### src/ddo_pkg.sv
// Shared types, constants and the arctangent table for the odometry block.
package ddo_pkg;

   localparam int CORDIC_STEPS = 24;
   localparam int ITER_BITS    = (CORDIC_STEPS > 1) ? $clog2(CORDIC_STEPS) : 1;
   localparam int CHUNK_BITS   = 17;

   localparam logic signed [31:0] CORDIC_K_Q30 = 32'sd652032874;

   localparam logic [1:0] CSR_LEFT_SCALE  = 2'd0;
   localparam logic [1:0] CSR_RIGHT_SCALE = 2'd1;
   localparam logic [1:0] CSR_TURN_GAIN   = 2'd2;

   typedef enum logic [2:0] {
      S_IDLE,
      S_MUL,
      S_DRAIN,
      S_TAKE,
      S_CORDIC,
      S_OUT
   } state_type;

   typedef enum logic [2:0] {
      OP_LEFT,
      OP_RIGHT,
      OP_TURN,
      OP_COS,
      OP_SIN
   } mop_type;

   // One multiply-accumulate request: a times b, shifted left by chunk * CHUNK_BITS.
   typedef struct packed {
      logic               issue;
      logic               clear;
      logic signed [34:0] a;
      logic signed [17:0] b;
      logic [1:0]         chunk;
   } mac_req_type;

   // atan(2^-i) as a binary angle, 2^32 per turn.
   function automatic logic [31:0] atan_angle(input logic [4:0] idx);
      logic [31:0] v;
      case (idx)
         5'd0:    v = 32'h20000000;
         5'd1:    v = 32'h12E4051E;
         5'd2:    v = 32'h09FB385B;
         5'd3:    v = 32'h051111D4;
         5'd4:    v = 32'h028B0D43;
         5'd5:    v = 32'h0145D7E1;
         5'd6:    v = 32'h00A2F61E;
         5'd7:    v = 32'h00517C55;
         5'd8:    v = 32'h0028BE53;
         5'd9:    v = 32'h00145F2F;
         5'd10:   v = 32'h000A2F98;
         5'd11:   v = 32'h000517CC;
         5'd12:   v = 32'h00028BE6;
         5'd13:   v = 32'h000145F3;
         5'd14:   v = 32'h0000A2FA;
         5'd15:   v = 32'h0000517D;
         5'd16:   v = 32'h000028BE;
         5'd17:   v = 32'h0000145F;
         5'd18:   v = 32'h00000A30;
         5'd19:   v = 32'h00000518;
         5'd20:   v = 32'h0000028C;
         5'd21:   v = 32'h00000146;
         5'd22:   v = 32'h000000A3;
         5'd23:   v = 32'h00000051;
         5'd24:   v = 32'h00000029;
         5'd25:   v = 32'h00000014;
         5'd26:   v = 32'h0000000A;
         5'd27:   v = 32'h00000005;
         5'd28:   v = 32'h00000003;
         5'd29:   v = 32'h00000001;
         5'd30:   v = 32'h00000001;
         default: v = 32'h00000000;
      endcase
      return v;
   endfunction

endpackage

### src/differential_drive_odometry.sv
// Differential-drive wheel odometry: a sequencer around a shared multiplier and a CORDIC.
// The serial CORDIC rotations and nine passes through the one 35x18 multiply-accumulate unit
// are done for one item before the next is taken; req_tready is low meanwhile.
// The first item after reset only loads the previous counts and gives no result.
// Reset is synchronous, active high; it restores the register defaults and clears the pose.
module differential_drive_odometry (
   input  logic        clock,
   input  logic        reset,
   input  logic        req_tvalid,
   output logic        req_tready,
   input  logic [31:0] req_tdata,   // left_count [15:0], right_count [31:16]
   output logic        rsp_tvalid,
   input  logic        rsp_tready,
   output logic [95:0] rsp_tdata,   // x_position [31:0], y_position [63:32], heading_angle [95:64]
   input  logic        csr_wen,
   input  logic [1:0]  csr_index,
   input  logic [39:0] csr_wdata
);
   import ddo_pkg::*;

   state_type          state_ff, state_in;
   mop_type            mop_ff, mop_in;
   logic [1:0]         chunk_ff, chunk_in;
   logic [1:0]         last_chunk;

   logic [23:0]        left_scale_ff, left_scale_in;
   logic [23:0]        right_scale_ff, right_scale_in;
   logic [39:0]        turn_gain_ff, turn_gain_in;

   logic [15:0]        prev_left_ff, prev_left_in;
   logic [15:0]        prev_right_ff, prev_right_in;
   logic               first_ff, first_in;
   logic signed [17:0] neg_dl_ff, neg_dl_in;
   logic signed [17:0] dr_ff, dr_in;
   logic signed [31:0] left_ff, left_in;
   logic signed [32:0] diff_ff, diff_in;
   logic signed [31:0] travel_ff, travel_in;
   logic [31:0]        heading_ff, heading_in;
   logic [31:0]        pos_x_ff, pos_x_in;
   logic [31:0]        pos_y_ff, pos_y_in;
   logic               rsp_valid_ff, rsp_valid_in;
   logic [95:0]        rsp_data_ff, rsp_data_in;

   logic               req_acc;
   logic               out_free;
   logic [15:0]        left_count, right_count;
   logic [15:0]        dl_raw, dr_raw;
   logic signed [32:0] right_ext, left_ext, wheel_sum;
   logic [31:0]        heading_next;

   mac_req_type        mreq;
   logic signed [63:0] acc;
   logic               cor_start;
   logic               cor_done;
   logic signed [31:0] cos_val, sin_val;
   logic signed [31:0] trig_val;

   ddo_mac u_mac (
      .clock (clock),
      .reset (reset),
      .mreq  (mreq),
      .acc   (acc)
   );

   ddo_cordic u_cordic (
      .clock   (clock),
      .reset   (reset),
      .start   (cor_start),
      .angle   (heading_next),
      .done    (cor_done),
      .cos_val (cos_val),
      .sin_val (sin_val)
   );

   assign left_count  = req_tdata[15:0];
   assign right_count = req_tdata[31:16];
   assign req_acc     = req_tvalid && req_tready;
   assign out_free    = !rsp_valid_ff || rsp_tready;
   assign dl_raw      = left_count - prev_left_ff;
   assign dr_raw      = right_count - prev_right_ff;

   assign right_ext    = {acc[39], acc[39:8]};
   assign left_ext     = {left_ff[31], left_ff};
   assign wheel_sum    = left_ext + right_ext;
   assign heading_next = heading_ff - acc[47:16];
   assign trig_val     = (mop_ff == OP_SIN) ? sin_val : cos_val;

   always_comb begin
      unique case (mop_ff) inside
         OP_TURN:        last_chunk = 2'd2;
         OP_COS, OP_SIN: last_chunk = 2'd1;
         default:        last_chunk = 2'd0;
      endcase
   end

   // Next state.
   always_comb begin
      state_in = state_ff;
      unique case (state_ff)
         S_IDLE: begin
            if (req_acc && !first_ff) begin
               state_in = S_MUL;
            end
         end
         S_MUL: begin
            if (chunk_ff == last_chunk) begin
               state_in = S_DRAIN;
            end
         end
         S_DRAIN: state_in = S_TAKE;
         S_TAKE: begin
            if (mop_ff == OP_TURN) begin
               state_in = S_CORDIC;
            end else if (mop_ff == OP_SIN) begin
               state_in = S_OUT;
            end else begin
               state_in = S_MUL;
            end
         end
         S_CORDIC: begin
            if (cor_done) begin
               state_in = S_MUL;
            end
         end
         S_OUT: begin
            if (out_free) begin
               state_in = S_IDLE;
            end
         end
         default: state_in = S_IDLE;
      endcase
   end

   // Outputs of the sequencer: handshake, multiplier request and CORDIC start.
   always_comb begin
      req_tready = 1'b0;
      cor_start  = 1'b0;
      mreq.issue = 1'b0;
      mreq.clear = (chunk_ff == 2'd0);
      mreq.chunk = chunk_ff;
      mreq.a     = '0;
      mreq.b     = '0;
      unique case (state_ff)
         S_IDLE:  req_tready = 1'b1;
         S_MUL:   mreq.issue = 1'b1;
         S_TAKE:  cor_start  = (mop_ff == OP_TURN);
         default: ;
      endcase
      unique case (mop_ff)
         OP_LEFT: begin
            mreq.a = {11'b0, left_scale_ff};
            mreq.b = neg_dl_ff;
         end
         OP_RIGHT: begin
            mreq.a = {11'b0, right_scale_ff};
            mreq.b = dr_ff;
         end
         OP_TURN: begin
            mreq.a = {{2{diff_ff[32]}}, diff_ff};
            case (chunk_ff)
               2'd0:    mreq.b = {1'b0, turn_gain_ff[16:0]};
               2'd1:    mreq.b = {1'b0, turn_gain_ff[33:17]};
               default: mreq.b = {12'b0, turn_gain_ff[39:34]};
            endcase
         end
         default: begin
            mreq.a = {{3{travel_ff[31]}}, travel_ff};
            if (chunk_ff == 2'd0) begin
               mreq.b = {1'b0, trig_val[16:0]};
            end else begin
               mreq.b = {{3{trig_val[31]}}, trig_val[31:17]};
            end
         end
      endcase
   end

   // Datapath and state updates.
   always_comb begin
      mop_in         = mop_ff;
      chunk_in       = 2'd0;
      left_scale_in  = left_scale_ff;
      right_scale_in = right_scale_ff;
      turn_gain_in   = turn_gain_ff;
      prev_left_in   = prev_left_ff;
      prev_right_in  = prev_right_ff;
      first_in       = first_ff;
      neg_dl_in      = neg_dl_ff;
      dr_in          = dr_ff;
      left_in        = left_ff;
      diff_in        = diff_ff;
      travel_in      = travel_ff;
      heading_in     = heading_ff;
      pos_x_in       = pos_x_ff;
      pos_y_in       = pos_y_ff;
      rsp_valid_in   = rsp_valid_ff && !rsp_tready;
      rsp_data_in    = rsp_data_ff;

      if (csr_wen) begin
         unique case (csr_index)
            CSR_LEFT_SCALE:  left_scale_in  = csr_wdata[23:0];
            CSR_RIGHT_SCALE: right_scale_in = csr_wdata[23:0];
            CSR_TURN_GAIN:   turn_gain_in   = csr_wdata;
            default: ;
         endcase
      end

      if (state_ff == S_MUL && chunk_ff != last_chunk) begin
         chunk_in = chunk_ff + 2'd1;
      end

      unique case (state_ff)
         S_IDLE: begin
            if (req_acc) begin
               prev_left_in  = left_count;
               prev_right_in = right_count;
               first_in      = 1'b0;
               // The left wheel counts the other way, so its change is negated.
               neg_dl_in     = 18'sd0 - {{2{dl_raw[15]}}, dl_raw};
               dr_in         = {{2{dr_raw[15]}}, dr_raw};
               mop_in        = OP_LEFT;
            end
         end
         S_TAKE: begin
            unique case (mop_ff)
               OP_LEFT: begin
                  left_in = acc[39:8];
                  mop_in  = OP_RIGHT;
               end
               OP_RIGHT: begin
                  travel_in = wheel_sum[32:1];
                  diff_in   = right_ext - left_ext;
                  mop_in    = OP_TURN;
               end
               OP_TURN: begin
                  heading_in = heading_next;
               end
               OP_COS: begin
                  pos_x_in = pos_x_ff + acc[61:30];
                  mop_in   = OP_SIN;
               end
               default: begin
                  pos_y_in = pos_y_ff + acc[61:30];
               end
            endcase
         end
         S_CORDIC: begin
            if (cor_done) begin
               mop_in = OP_COS;
            end
         end
         S_OUT: begin
            if (out_free) begin
               rsp_valid_in = 1'b1;
               rsp_data_in  = {heading_ff, pos_y_ff, pos_x_ff};
            end
         end
         default: ;
      endcase
   end

   always_ff @(posedge clock) begin
      if (reset) begin
         state_ff       <= S_IDLE;
         mop_ff         <= OP_LEFT;
         chunk_ff       <= 2'd0;
         left_scale_ff  <= 24'd97308;
         right_scale_ff <= 24'd97308;
         turn_gain_ff   <= 40'd3417826400;
         prev_left_ff   <= 16'd0;
         prev_right_ff  <= 16'd0;
         first_ff       <= 1'b1;
         heading_ff     <= 32'd0;
         pos_x_ff       <= 32'd0;
         pos_y_ff       <= 32'd0;
         rsp_valid_ff   <= 1'b0;
      end else begin
         state_ff       <= state_in;
         mop_ff         <= mop_in;
         chunk_ff       <= chunk_in;
         left_scale_ff  <= left_scale_in;
         right_scale_ff <= right_scale_in;
         turn_gain_ff   <= turn_gain_in;
         prev_left_ff   <= prev_left_in;
         prev_right_ff  <= prev_right_in;
         first_ff       <= first_in;
         heading_ff     <= heading_in;
         pos_x_ff       <= pos_x_in;
         pos_y_ff       <= pos_y_in;
         rsp_valid_ff   <= rsp_valid_in;
      end
      neg_dl_ff   <= neg_dl_in;
      dr_ff       <= dr_in;
      left_ff     <= left_in;
      diff_ff     <= diff_in;
      travel_ff   <= travel_in;
      rsp_data_ff <= rsp_data_in;
   end

   assign rsp_tvalid = rsp_valid_ff;
   assign rsp_tdata  = rsp_data_ff;

endmodule

### src/ddo_mac.sv
// Shared signed multiply-accumulate unit: one registered product, then a shifted accumulate.
module ddo_mac (
   input  logic                 clock,
   input  logic                 reset,
   input  ddo_pkg::mac_req_type mreq,
   output logic signed [63:0]   acc
);
   import ddo_pkg::*;

   logic               valid_ff, valid_in;
   logic               clear_ff;
   logic [1:0]         chunk_ff;
   logic signed [52:0] prod_ff, prod_in;
   logic signed [63:0] acc_ff, acc_in;
   logic signed [63:0] prod_ext;
   logic signed [63:0] addend;

   assign prod_in  = mreq.a * mreq.b;
   assign valid_in = mreq.issue;
   assign prod_ext = {{11{prod_ff[52]}}, prod_ff};

   always_comb begin
      case (chunk_ff)
         2'd0:    addend = prod_ext;
         2'd1:    addend = prod_ext <<< CHUNK_BITS;
         2'd2:    addend = prod_ext <<< (2 * CHUNK_BITS);
         default: addend = prod_ext <<< (3 * CHUNK_BITS);
      endcase
   end

   always_comb begin
      acc_in = acc_ff;
      if (valid_ff) begin
         acc_in = (clear_ff ? 64'sd0 : acc_ff) + addend;
      end
   end

   always_ff @(posedge clock) begin
      if (reset) begin
         valid_ff <= 1'b0;
      end else begin
         valid_ff <= valid_in;
      end
      prod_ff  <= prod_in;
      clear_ff <= mreq.clear;
      chunk_ff <= mreq.chunk;
      acc_ff   <= acc_in;
   end

   assign acc = acc_ff;

endmodule

### src/ddo_cordic.sv
// Iterative rotation-mode CORDIC: one micro-rotation per cycle, cosine and sine in Q2.30.
module ddo_cordic (
   input  logic               clock,
   input  logic               reset,
   input  logic               start,
   input  logic [31:0]        angle,
   output logic               done,
   output logic signed [31:0] cos_val,
   output logic signed [31:0] sin_val
);
   import ddo_pkg::*;

   logic                 busy_ff, busy_in;
   logic                 fin_ff, fin_in;
   logic                 done_ff, done_in;
   logic [ITER_BITS-1:0] iter_ff, iter_in;
   logic                 flip_ff, flip_in;
   logic signed [31:0]   x_ff, x_in;
   logic signed [31:0]   y_ff, y_in;
   logic signed [32:0]   z_ff, z_in;
   logic signed [31:0]   cos_ff, cos_in;
   logic signed [31:0]   sin_ff, sin_in;
   logic signed [31:0]   dx, dy;
   logic signed [32:0]   step_angle;
   logic                 flip_start;

   assign dx         = y_ff >>> iter_ff;
   assign dy         = x_ff >>> iter_ff;
   assign step_angle = {1'b0, atan_angle(5'(iter_ff))};
   // Angles in the second and third quadrant are turned by a half turn first.
   assign flip_start = angle[31] ^ angle[30];

   always_comb begin
      busy_in = busy_ff;
      fin_in  = 1'b0;
      done_in = 1'b0;
      iter_in = iter_ff;
      flip_in = flip_ff;
      x_in    = x_ff;
      y_in    = y_ff;
      z_in    = z_ff;
      cos_in  = cos_ff;
      sin_in  = sin_ff;
      if (start) begin
         busy_in = 1'b1;
         iter_in = '0;
         flip_in = flip_start;
         x_in    = CORDIC_K_Q30;
         y_in    = 32'sd0;
         z_in    = {angle[30], angle[30], angle[30:0]};
      end else if (busy_ff) begin
         if (!z_ff[32]) begin
            x_in = x_ff - dx;
            y_in = y_ff + dy;
            z_in = z_ff - step_angle;
         end else begin
            x_in = x_ff + dx;
            y_in = y_ff - dy;
            z_in = z_ff + step_angle;
         end
         iter_in = iter_ff + 1'b1;
         if (iter_ff == ITER_BITS'(CORDIC_STEPS - 1)) begin
            busy_in = 1'b0;
            fin_in  = 1'b1;
         end
      end else if (fin_ff) begin
         cos_in  = flip_ff ? -x_ff : x_ff;
         sin_in  = flip_ff ? -y_ff : y_ff;
         done_in = 1'b1;
      end
   end

   always_ff @(posedge clock) begin
      if (reset) begin
         busy_ff <= 1'b0;
         fin_ff  <= 1'b0;
         done_ff <= 1'b0;
      end else begin
         busy_ff <= busy_in;
         fin_ff  <= fin_in;
         done_ff <= done_in;
      end
      iter_ff <= iter_in;
      flip_ff <= flip_in;
      x_ff    <= x_in;
      y_ff    <= y_in;
      z_ff    <= z_in;
      cos_ff  <= cos_in;
      sin_ff  <= sin_in;
   end

   assign done    = done_ff;
   assign cos_val = cos_ff;
   assign sin_val = sin_ff;

endmodule

### config.mk
export PLATFORM = sky130hd
export DESIGN_NAME = differential_drive_odometry
export DESIGN_NICKNAME = d
export VERILOG_FILES = /design/src/ddo_pkg.sv /design/src/differential_drive_odometry.sv /design/src/ddo_mac.sv /design/src/ddo_cordic.sv
export SDC_FILE = /design/constraint.sdc
export NUM_CORES = 2
export LEC_CHECK = 0
export BUFFER_PORTS_ARGS = -buffer_cell sky130_fd_sc_hd__buf_4
export CORE_ASPECT_RATIO = 2
export CORE_UTILIZATION = 35
export DETAILED_ROUTE_END_ITERATION = 7
export HOLD_SLACK_MARGIN = 0.05
export PLACE_DENSITY_LB_ADDON = 0.12
export SLEW_MARGIN = 25
export SYNTH_ARGS = -nofsm -noshare
export SYNTH_HDL_FRONTEND = slang
export SYNTH_HIERARCHICAL = 1
export SYNTH_SLANG_ARGS = --single-unit
### constraint.sdc
create_clock -name clock -period 7.8 [get_ports clock]
set_input_delay 1.56 -clock clock [delete_from_list [all_inputs] [get_ports clock]]
set_output_delay 1.56 -clock clock [all_outputs]
set_load 0.02 [all_outputs]
==> summary.txt <==
Floorplan
  – Number of primary I/O pins: around 180
  – Die area: around 220000 um2
  – Initial Utilization: about a third
  – Core area: approximately 220000 um2
  – Die width: approximately 330 um
  – Die Y: 662.4 um
  – Floorplan row count: around 240

Clocking
  – Number of clock sinks seen by CTS: ~770
  – Count of H-tree levels built during CTS: 3
  – Worst-Skew Late Latency: about 0.71 ns
  – CTS Buf Count: 78
  – Hold-fix buffers, CTS: 0
  – Clock Tree Buf Depth: 3
  – Clock tree root driver cell: sky130_fd_sc_hd__clkbuf_16
  – CTS tree: built
  – Clock Pin Slew Worst Setup and Hold Paths: roughly 0.070 ns

GRT
  – Combined global-route utilization of all metal layers: a little over a quarter
  – Remaining global-route overflow: 0
  – Wire length of the first global-routing pass: approximately 430000 um
  – Number of global-route vias before repair: between 60000 and 70000
  – Maximum number of pins on one net before global-route repair: 134
  – Antenna violations before repair: 19

Route
  – Number of detailed-route iterations in the first pass: 6
  – Post-detailed-route count of antenna-violating nets: 0
  – Residual DRC: 0
  – Initial drt markers: 3339
  – Via total after detailed routing: ~64000
  – Post-DR wirelength/cell: between 20 and 30 um
  – Average vias per placed instance: 5.423
  – Total wire length after detailed routing: slightly below 300000 um

Synthesis
  – Number of instances in the synthesized netlist: roughly 8600
  – Cell area after synthesis: approximately 76000 um2
  – Number of warning messages in the yosys log: 6
  – Syn_nets: 9759
  – Avg Inst Size Synth: slightly below 9 um2

Place
  – Total half-perimeter wirelength after legalization and detailed placement: ~240000 um
  – # port buffers: approximately 180
  – Placer's final routability congestion estimate: just under 1
  – DP Worst Slack: -0.3962 ns
  – Instance area at placement: around 84000 um2

Timing
  – RSZ-0062 raised after global routing: yes
  – Clock tree skew after final layout: 0.04952 ns
  – Final Cycle Share: 97.22%
  – Final Hold Fails: 0
  – Max-slew violation count: 0
  – Min cycle time layout: 7.583 ns
  – Number of failing setup endpoints in the final timing report: 0
  – Maximum operating frequency: roughly 130 MHz
  – Actual slew at the worst max-slew pin: 1.091 ns
  – Slew HR: between 20 and 30%
  – Final critical-path setup slack: about 0.22 ns

Critical path
  – Data required, critical path: approximately 8.4 ns
  – Most prevalent standard cell on the critical path: sky130_fd_sc_hd__fa_1
  – Critical Path Slowest Stage Cell: sky130_fd_sc_hd__fa_1
  – Crit start category: flip-flop
  – Reg-to-reg setup timing slack: approximately 0.22 ns
  – Longest individual stage delay on the worst path: 0.57 ns
  – Critical Setup Path Class: reg -> reg
  – Arrival time of data at the critical path endpoint: between 8 and 9 ns
  – Critical Path End Type: flip-flop
  – Category of cells accounting for the largest share of critical-path delay: adder cells
  – Count of buffering cells on the critical path with inverters included: 9
  – Biggest fanout along the worst timing path: 6

Cells and area
  – Post-layout net count: between 10000 and 15000
  – Total area of sequential cells: 19320 um2
  – Final design instance area without fill: 87790 um2
  – Layout overhead on the synthesized area: 15.05%
  – Multi-input logic area: around 52000 um2
  – Total of fill cells in the finished design: approximately 22000
  – Ratio of cells with drive above 1 in the final layout: between 10% and 20%

Hold path
  – Worst min path class: reg -> reg

Job
  – Max Cap Violations: 0

Run status
  – Result of the run: finished, final reports clean
## routing by layer
layer / GRT usage, % / part of all wire (%) / vias up
met4: 19.10 / 8.5 / 6
li1: - / - / 29753
met1: 25.14 / 33 / 31875
met5: 0 / 0.013 / -
met2: 52.96 / 55 / 1636
met3: 2.480 / 3.1 / 735
## registers in the layout, indices dropped and copies added (netlist names), 5 cells and up
| register | flops |
|---|---|
| rsp_tdata | 96 |
| u_mac/acc | 62 |
| u_mac/prod_ff | 53 |
| turn_gain_ff | 40 |
| diff_ff | 33 |
| u_cordic/z_ff | 33 |
| heading_ff | 32 |
| left_ff | 32 |
| pos_x_ff | 32 |
| pos_y_ff | 32 |
| travel_ff | 32 |
| u_cordic/cos_val | 32 |
| u_cordic/sin_val | 32 |
| u_cordic/x_ff | 32 |
| u_cordic/y_ff | 32 |
| u_cordic/step_angle | 30 |
| left_scale_ff | 24 |
| right_scale_ff | 24 |
| neg_dl_ff | 17 |
| dr_ff | 16 |
| prev_left_ff | 16 |
| prev_right_ff | 16 |
| u_cordic/iter_ff | 5 |
## final cells by class
class / count / area share (%)
Clock inverter: 44 / 0.6285
Sequential cell: 771 / 22.01
Multi-Input combinational cell: 6354 / 59.24
Timing Repair Buffer: 768 / 7.588
Antenna cell: 8 / 0.02280
Tap cell: 2806 / 3.999
Clock buffer: 102 / 2.443
Inverter: 950 / 4.073
## final timing paths
check	startpoint	end	cells past startpoint
setup reg to reg	mop_ff[0]	u_mac/prod_ff[46]	29
hold reg to reg	first_ff	first_ff	1
hold / removal	first_ff	first_ff	1
setup / recovery	mop_ff[0]	u_mac/prod_ff[46]	29
## layout by cell type, fill, tap and decap left out, types with 24 or more instances in the layout
cell                        instances
sky130_fd_sc_hd__nor2b_1          134
sky130_fd_sc_hd__xnor2_1          355
sky130_fd_sc_hd__or3_1             33
sky130_fd_sc_hd__inv_1            938
sky130_fd_sc_hd__fa_1             601
sky130_fd_sc_hd__a21oi_1          625
sky130_fd_sc_hd__dfxtp_1          372
sky130_fd_sc_hd__nand3b_1          47
sky130_fd_sc_hd__nand2b_1          58
sky130_fd_sc_hd__nor3_1            97
sky130_fd_sc_hd__nand3_1           73
sky130_fd_sc_hd__a22oi_1           26
sky130_fd_sc_hd__nand2_1         1126
sky130_fd_sc_hd__o31ai_1           58
sky130_fd_sc_hd__a211oi_1          54
sky130_fd_sc_hd__and3_1            47
sky130_fd_sc_hd__a31oi_1           74
sky130_fd_sc_hd__or2_2             29
sky130_fd_sc_hd__ha_1             483
sky130_fd_sc_hd__o21ai_0          271
sky130_fd_sc_hd__a21o_1           172
sky130_fd_sc_hd__mux4_2           102
sky130_fd_sc_hd__o21ai_1           58
sky130_fd_sc_hd__mux2_2            25
sky130_fd_sc_hd__clkbuf_16         81
sky130_fd_sc_hd__o211ai_1          40
sky130_fd_sc_hd__mux2i_1          168
sky130_fd_sc_hd__buf_4            685
sky130_fd_sc_hd__nor2_1           472
sky130_fd_sc_hd__o21bai_1          71
sky130_fd_sc_hd__and2_1           305
sky130_fd_sc_hd__edfxtp_1         386
sky130_fd_sc_hd__o21a_1            56
sky130_fd_sc_hd__buf_12            62
sky130_fd_sc_hd__nand4_1           52
sky130_fd_sc_hd__xor2_1           147
sky130_fd_sc_hd__a221oi_1          24
## metrics by stage
step	util (%)	cells	hold WS [ns]	TNS, ns
floorplan	-	8574	0.3642	0
global placement	38.87	11631	0.4297	-3.986
detailed placement	38.87	11631	0.4355	-3.224
CTS	40.20	11779	0.4530	0
global route	40.49	11798	0.4729	-0.09510
finish	40.49	11803	0.4492	0
## timing repair
action                                  CTS  global route
cloned                                    0             2
setup buffers                             2            13
gates resized for setup                  37           112
endpoints found under the setup margin   20            27
pin swaps                                10            64
hold endpoints to repair                  0             0
## worst register-to-register path: cells and delay by family, from the launching register on
kind / cells / cell delay [ns]
muxes: 1 / 0.54
and+or+nand+nor: 8 / 1.40
DFF: 1 / 0.36
buffers and inverters: 9 / 0.93
adders and majority gates: 7 / 3.52
AOI/OAI and AO/OA: 4 / 0.79
Power is not shown: default switching activity piles up to over one toggle a cycle in this logic, so the estimate is an artifact.
